File: config.mk
export PLATFORM = sky130hd
export DESIGN_NAME = rsi_root
export DESIGN_NICKNAME = d
export VERILOG_FILES = /design/src/rsi_pkg.sv /design/src/rsi_root.sv
export SDC_FILE = /design/constraint.sdc
export NUM_CORES = 1
export LEC_CHECK = 0
export BUFFER_PORTS_ARGS = -buffer_cell sky130_fd_sc_hd__buf_2
export CAP_MARGIN = 25
export CELL_PAD_IN_SITES_DETAIL_PLACEMENT = 0
export CELL_PAD_IN_SITES_GLOBAL_PLACEMENT = 2
export CORE_UTILIZATION = 30
export CTS_BUF_LIST = sky130_fd_sc_hd__clkbuf_2
export CTS_CLUSTER_SIZE = 30
export DETAILED_ROUTE_END_ITERATION = 10
export GPL_TIMING_DRIVEN = 0
export HOLD_SLACK_MARGIN = 0.12
export PLACE_DENSITY = 0.93
export SLEW_MARGIN = 5
export SYNTH_ARGS = -nofsm -noshare
export SYNTH_HDL_FRONTEND = slang
export SYNTH_SLANG_ARGS = --single-unit
File: constraint.sdc
create_clock -name clk_i -period 0.88 [get_ports clk_i]
set_input_delay 0.044 -clock clk_i [delete_from_list [all_inputs] [get_ports clk_i]]
set_output_delay 0.044 -clock clk_i [all_outputs]
set_load 0.02 [all_outputs]
File: src/rsi_pkg.sv
// ----------------------------------------------------------------------------
// rsi_pkg: shared types and constants of the ray/sphere intersection unit
// Field widths, pipeline depth and the records passed between stages.
// ----------------------------------------------------------------------------
package rsi_pkg;

  localparam int CoordW     = 24;
  localparam int VecW       = CoordW + 1;
  localparam int ProdW      = 2 * VecW;
  localparam int SumW       = ProdW + 2;
  localparam int R2W        = 48;
  localparam int BW         = 32;
  localparam int BMagW      = BW - 1;
  localparam int SqW        = 2 * BMagW;
  localparam int DiscW      = 64;
  localparam int DistW      = 32;
  localparam int RootW      = DiscW / 2;
  localparam int TW         = SumW + 2;
  localparam int SqrtStages = DiscW / 2;
  localparam int GeomStages = 6;
  localparam int Latency    = GeomStages + SqrtStages + 1;

  localparam logic signed [DiscW-1:0] DiscMax = {1'b0, {(DiscW-1){1'b1}}};
  localparam logic signed [TW-1:0]    DistMax = TW'({1'b0, {(DistW-1){1'b1}}});
  localparam logic signed [TW-1:0]    DistMin = -(TW'(1) <<< (DistW - 1));

  typedef struct packed {
    logic                    valid;
    logic                    hit;
    logic signed [SumW-1:0]  b;
    logic signed [DiscW-1:0] d;
  } rsi_disc_t;

  typedef struct packed {
    logic                    valid;
    logic                    hit;
    logic signed [SumW-1:0]  b;
    logic signed [DiscW-1:0] d;
    logic [RootW-1:0]        root;
  } rsi_root_t;

endpackage

File: src/rsi_root.sv
// ----------------------------------------------------------------------------
// rsi_root: nearer root and result register
// Forms -b - sqrt(D), clamps it to 32 bits (zero on a miss) and registers the result.
// ----------------------------------------------------------------------------
module rsi_root import rsi_pkg::*; (
  input  logic                    clk_i,
  input  logic                    rst_ni,
  input  rsi_root_t               root_i,
  output logic                    done_o,
  output logic                    hit_o,
  output logic signed [DistW-1:0] distance_o,
  output logic signed [DiscW-1:0] discriminant_o
);

  logic signed [TW-1:0]    t;
  logic signed [DistW-1:0] dist_d;
  logic                    done_q;
  logic                    hit_q;
  logic signed [DistW-1:0] dist_q;
  logic signed [DiscW-1:0] disc_q;

  always_comb begin
    t = -TW'(root_i.b) - $signed(TW'(root_i.root));
    priority if (!root_i.hit) begin
      dist_d = '0;
    end else if (t > DistMax) begin
      dist_d = DistMax[DistW-1:0];
    end else if (t < DistMin) begin
      dist_d = DistMin[DistW-1:0];
    end else begin
      dist_d = t[DistW-1:0];
    end
  end

  always_ff @(posedge clk_i or negedge rst_ni) begin
    if (!rst_ni) begin
      done_q <= 1'b0;
    end else begin
      done_q <= root_i.valid;
    end
  end

  always_ff @(posedge clk_i) begin
    hit_q  <= root_i.hit;
    dist_q <= dist_d;
    disc_q <= root_i.d;
  end

  assign done_o         = done_q;
  assign hit_o          = hit_q;
  assign distance_o     = dist_q;
  assign discriminant_o = disc_q;

endmodule

## Yosys cells after proc, flatten, opt, wreduce, memory -nomap -nowiden

Index checks and enable logic that the tools add are counted.

| word-level totals | value |
|---|---|
| bits in read-only memories | 0 |
| latch bits | 0 |
| RAM bits | 0 |
| output and inout port bits | 98 |
| input bits | 152 |
| flip-flop bits (word level) | 98 |
| memories | 0 |

| operators by class | value |
|---|---|
| order comparisons | 2 |
| div/mod/pow operators | 0 |
| mux-type cells | 2 |
| reductions and logical operators | 1 |
| multipliers | 0 |
| add/subtract/negate cells | 2 |
| shift-type cells | 0 |
| equality and inequality tests | 0 |
| bitwise logic cells | 1 |

Operators with widths:

| operator | count |
|---|---|
| $gt 54x32->1 const B | 1 |
| $lt 54x32->1 const B | 1 |
| $neg 52->54 | 1 |
| $sub 54x33->54 | 1 |
| $mux 32 | 1 |
| $mux 31 | 1 |
| $reduce_or 2->1 | 1 |
| $not 1->1 | 1 |

## Longest topological paths before layout

| depth | value |
|---|---|
| word-level depth | 5 |
| mapped depth | 17 |

## Least setup slack after synthesis

No wires, ideal clock.

| timing path | value |
|---|---|
| kind | input port to flip-flop |
| start point | in root_i[1] (netlist bit) |
| end point | reg dist_q[0], in the netlist distance_o[0] |
| path slack | -2.691 ns |
| data arrival time | 3.457 ns |
| stages on the path | 17 |
| path through | ha_1 inv_1 ha_1 inv_1 fa_1 nor2b_1 o2111ai_1 a211oi_1 o211ai_4 nand3_4 o31ai_4 xnor2_1 or4b_4 o41ai_2 a221oi_2 buf_6 a21o_1 |

| on the way | value |
|---|---|
| cells in the longest elaborated chain, start to end | 4 |
| elaborated cells on any way between the ends | 5 |

RTL lines:

| what | RTL line | RTL |
|---|---|---|
| start: declaration | rsi_root.sv:8 | `input rsi_root_t root_i,` |
| $sub 54x33->54 (*) | rsi_root.sv:23 | `t = -TW'(root_i.b) - $signed(TW'(root_i.root));` |
| $lt 54x32->1 | rsi_root.sv:28 | `end else if (t < DistMin) begin` |
| $mux 32 | rsi_root.sv:28 |  |
| $mux 31 (*) | rsi_root.sv:26 | `end else if (t > DistMax) begin` |
| end signal: assignment | rsi_root.sv:45 | `dist_q <= dist_d;` |
| end: declaration | rsi_root.sv:19 | `logic signed [DistW-1:0] dist_q;` |

Mark *: on every way between the ends. The rest lies on a longest branch, timed or not.
A chain may end at the register's enable or synchronous reset.

## Worst setup path in the final report

| timing path | value |
|---|---|
| start point | in root_i[5] (netlist bit) |
| end point | reg dist_q[13], in the netlist distance_o[13] |

The elaborated chain is that of the path after synthesis.

==> metrics.txt <==
Pleak 5.559 nW; syn_nets 1038; CP startpoint kind input pin; final critical-path required period 3268 ps; sequential fraction of the synthesis area 29.31%; Rows 54; core area 21890 sq um; Cell Area, Synth 6710 sq um; max_slew headroom 52.64%; drt wl/cell 17.47 um; max_cap viols 0; Die X 151.6 um; top post-synthesis cells by count dfxtp_1, inv_1, ha_1, nand2_1, a21oi_1; Worst Path Arrival 3760 ps; period utilization 371.3%; # fillers 1932; endpoints failing setup 130; synth top area cells dfxtp_1, ha_1, inv_1; Post-synth top flop dfxtp_1; share of cells above drive strength 1 44.56%; Tightest Hold Check Type in2reg; drt first-iter violations 356; Placement Setup Slack -3320 ps; area delta synth->final 75.48%; area occupied by multi-input gates 5030 sq um; Reg clk slew, reported paths 290 ps; CP required 1370 ps; failing checks negative setup slack; grt ovf 0; maximum ir drop on the vdd rail 0.8313 mV; Yosys cell types 76; Clock H-tree levels 3; power per cell area 1287 nW/um^2; crit end category flop; Vias/cell 5.011; Initial Utilization 30.65%; Post-DP HPWL 17.09 mm; unrepaired setup endpoints after global routing true; WL final 26.66 mm; CTS tree yes; final worst slack -2388 ps; gr usage total 22.12%; total power 15.15 mW; Max Freq 306.0 MHz; Syn Area/Cell 8.367 sq um; post-route ant nets 0; Ports 250; CTS Sinks 98; die area 22970 sq um; DRC viols 0; register area 2090 sq um; Worst Setup EP distance_o[13]$_SDFF_PN0_; layout net count 1472; dominant cell type by area after synthesis dfxtp_1; Synth Register Bits 98; via count 7647; Worst Hold Margin 2.586 ps; die height 151.6 um; clock root buffer clkbuf_2; post-cts hold buffer count 135; total CTS buffers 9; antenna violations before repair 1; Max Root-Sink Buffers 2; Post-synth ARST share 1.020%; status complete, but fails checks; Gate Count Post-Synth 802; first-pass GRT wire length 39.32 mm; Warnings, synthesis 0; Yosys top cell area share 28.94%; largest net degree at the start of global routing 19; Post-synth EDFFs 0; CP Max Fanout 10; 1st-pass router iterations 5; CP startpoint root_i[5]; I/O Buffers 249; vias in the first global route 7597; Final Hold Fails 0; CP Class in2reg; actual slew at the worst max-slew pin 703.0 ps; count of final max-slew check failures 0; GP Congestion 0.8537
-- worst max-delay path, stage by stage --
cell and delay (ps):
buf_2 90, inv_1 40, ha_1 310, ha_4 260, a21o_1 210, a31o_4 240
o21ai_4 250, a211oi_2 120, o311a_1 410, or3_4 350, a221oi_2 230, nand4_1 120
buf_4 190, o41ai_4 340, a221oi_4 170, buf_6 180, a21o_1 180
-- cell families after synthesis --
logic type	count (synthesis)	share of synthesized area, %
flops	98	29.31
xor+xnor	35	4.568
buf+inv	127	8.036
mux	2	0.2984
fa+ha+maj	84	15.77
simple gates	214	16.15
compound gates	242	25.86
-- final cells by class --
cell class / count / area share [%]
Antenna cell: 5 / 0.1063
Buffer: 29 / 2.104
Clock buffer: 9 / 0.3825
Clock inverter: 7 / 0.7438
Inverter: 97 / 3.092
Multi-Input combinational cell: 577 / 42.72
Sequential cell: 98 / 17.75
Tap cell: 280 / 2.975
Timing Repair Buffer: 424 / 30.14
-- registers in the layout (all words and copies together) (netlist names) --
name            cells
done_o              1
distance_o         32
discriminant_o     64
hit_o               1
-- report_power, final --
part / internal, mW / total, mW / switching (mW)
Clock: 0.719 / 2.49 / 1.77
Combinational: 3.62 / 7.51 / 3.89
Sequential: 4.92 / 5.14 / 0.220
-- how the worst min path moves through the flow --
stage | slack (ps) | end | from | depth (start not counted)
6_report | 3 | distance_o[31]$_SDFF_PP0_ | root_i[147] | 4
5_1_grt | -40 | distance_o[31]$_SDFF_PP0_ | root_i[147] | 4
4_1_cts | -80 | distance_o[31]$_SDFF_PP0_ | root_i[147] | 4
3_5_place_dp | -180 | done_o$_DFF_PN0_ | rst_ni | 1
3_3_place_gp | -180 | done_o$_DFF_PN0_ | rst_ni | 1
2_1_floorplan | -250 | done_o$_DFF_PN0_ | rst_ni | 0
-- through the flow --
step                      cell area [sq um]  instances  setup TNS (ps)  util (%)
after floorplan                        6829        802          -78580         -
after global placement                 8426       1331         -103890     38.49
after detailed placement               8426       1331         -103760     38.49
after CTS                             11020       1494         -104120     50.35
after global routing                  11770       1522         -109300     53.74
final                                 11780       1526          -99930     53.79
-- routing by layer --
metal	track usage (%)	up-vias	share of wire, %
met5	0	-	0
met4	10.84	0	3.3
met3	3.533	67	4.8
met2	38.93	235	51
met1	25.96	3626	41
li1	-	3719	-
-- cells in the final DEF (no fill, tap or decap), types with 17 or more instances in the layout --
cell           Yosys  layout
xnor2_1           21      18
nand4_1           23      23
ha_4               0      19
a21o_1            48      48
nand2_1           63      61
dlygate4sd3_1      0     135
buf_2             17     153
a21oi_1           60      39
buf_6              4     118
o21ai_0           27      17
buf_4              3      39
nor2_1            51      46
inv_1             97      94
dfxtp_2            0      95
ha_1              83      62
-- timing repair --
action                     4_1_cts  5_1_grt
hold endpoints to repair        99        2
resized for setup              351      110
buffers inserted                 9       28
setup endpoints to repair      130      130
pin swaps                       21       45
cloned                           3        0
(Power assumes the default switching activity.)
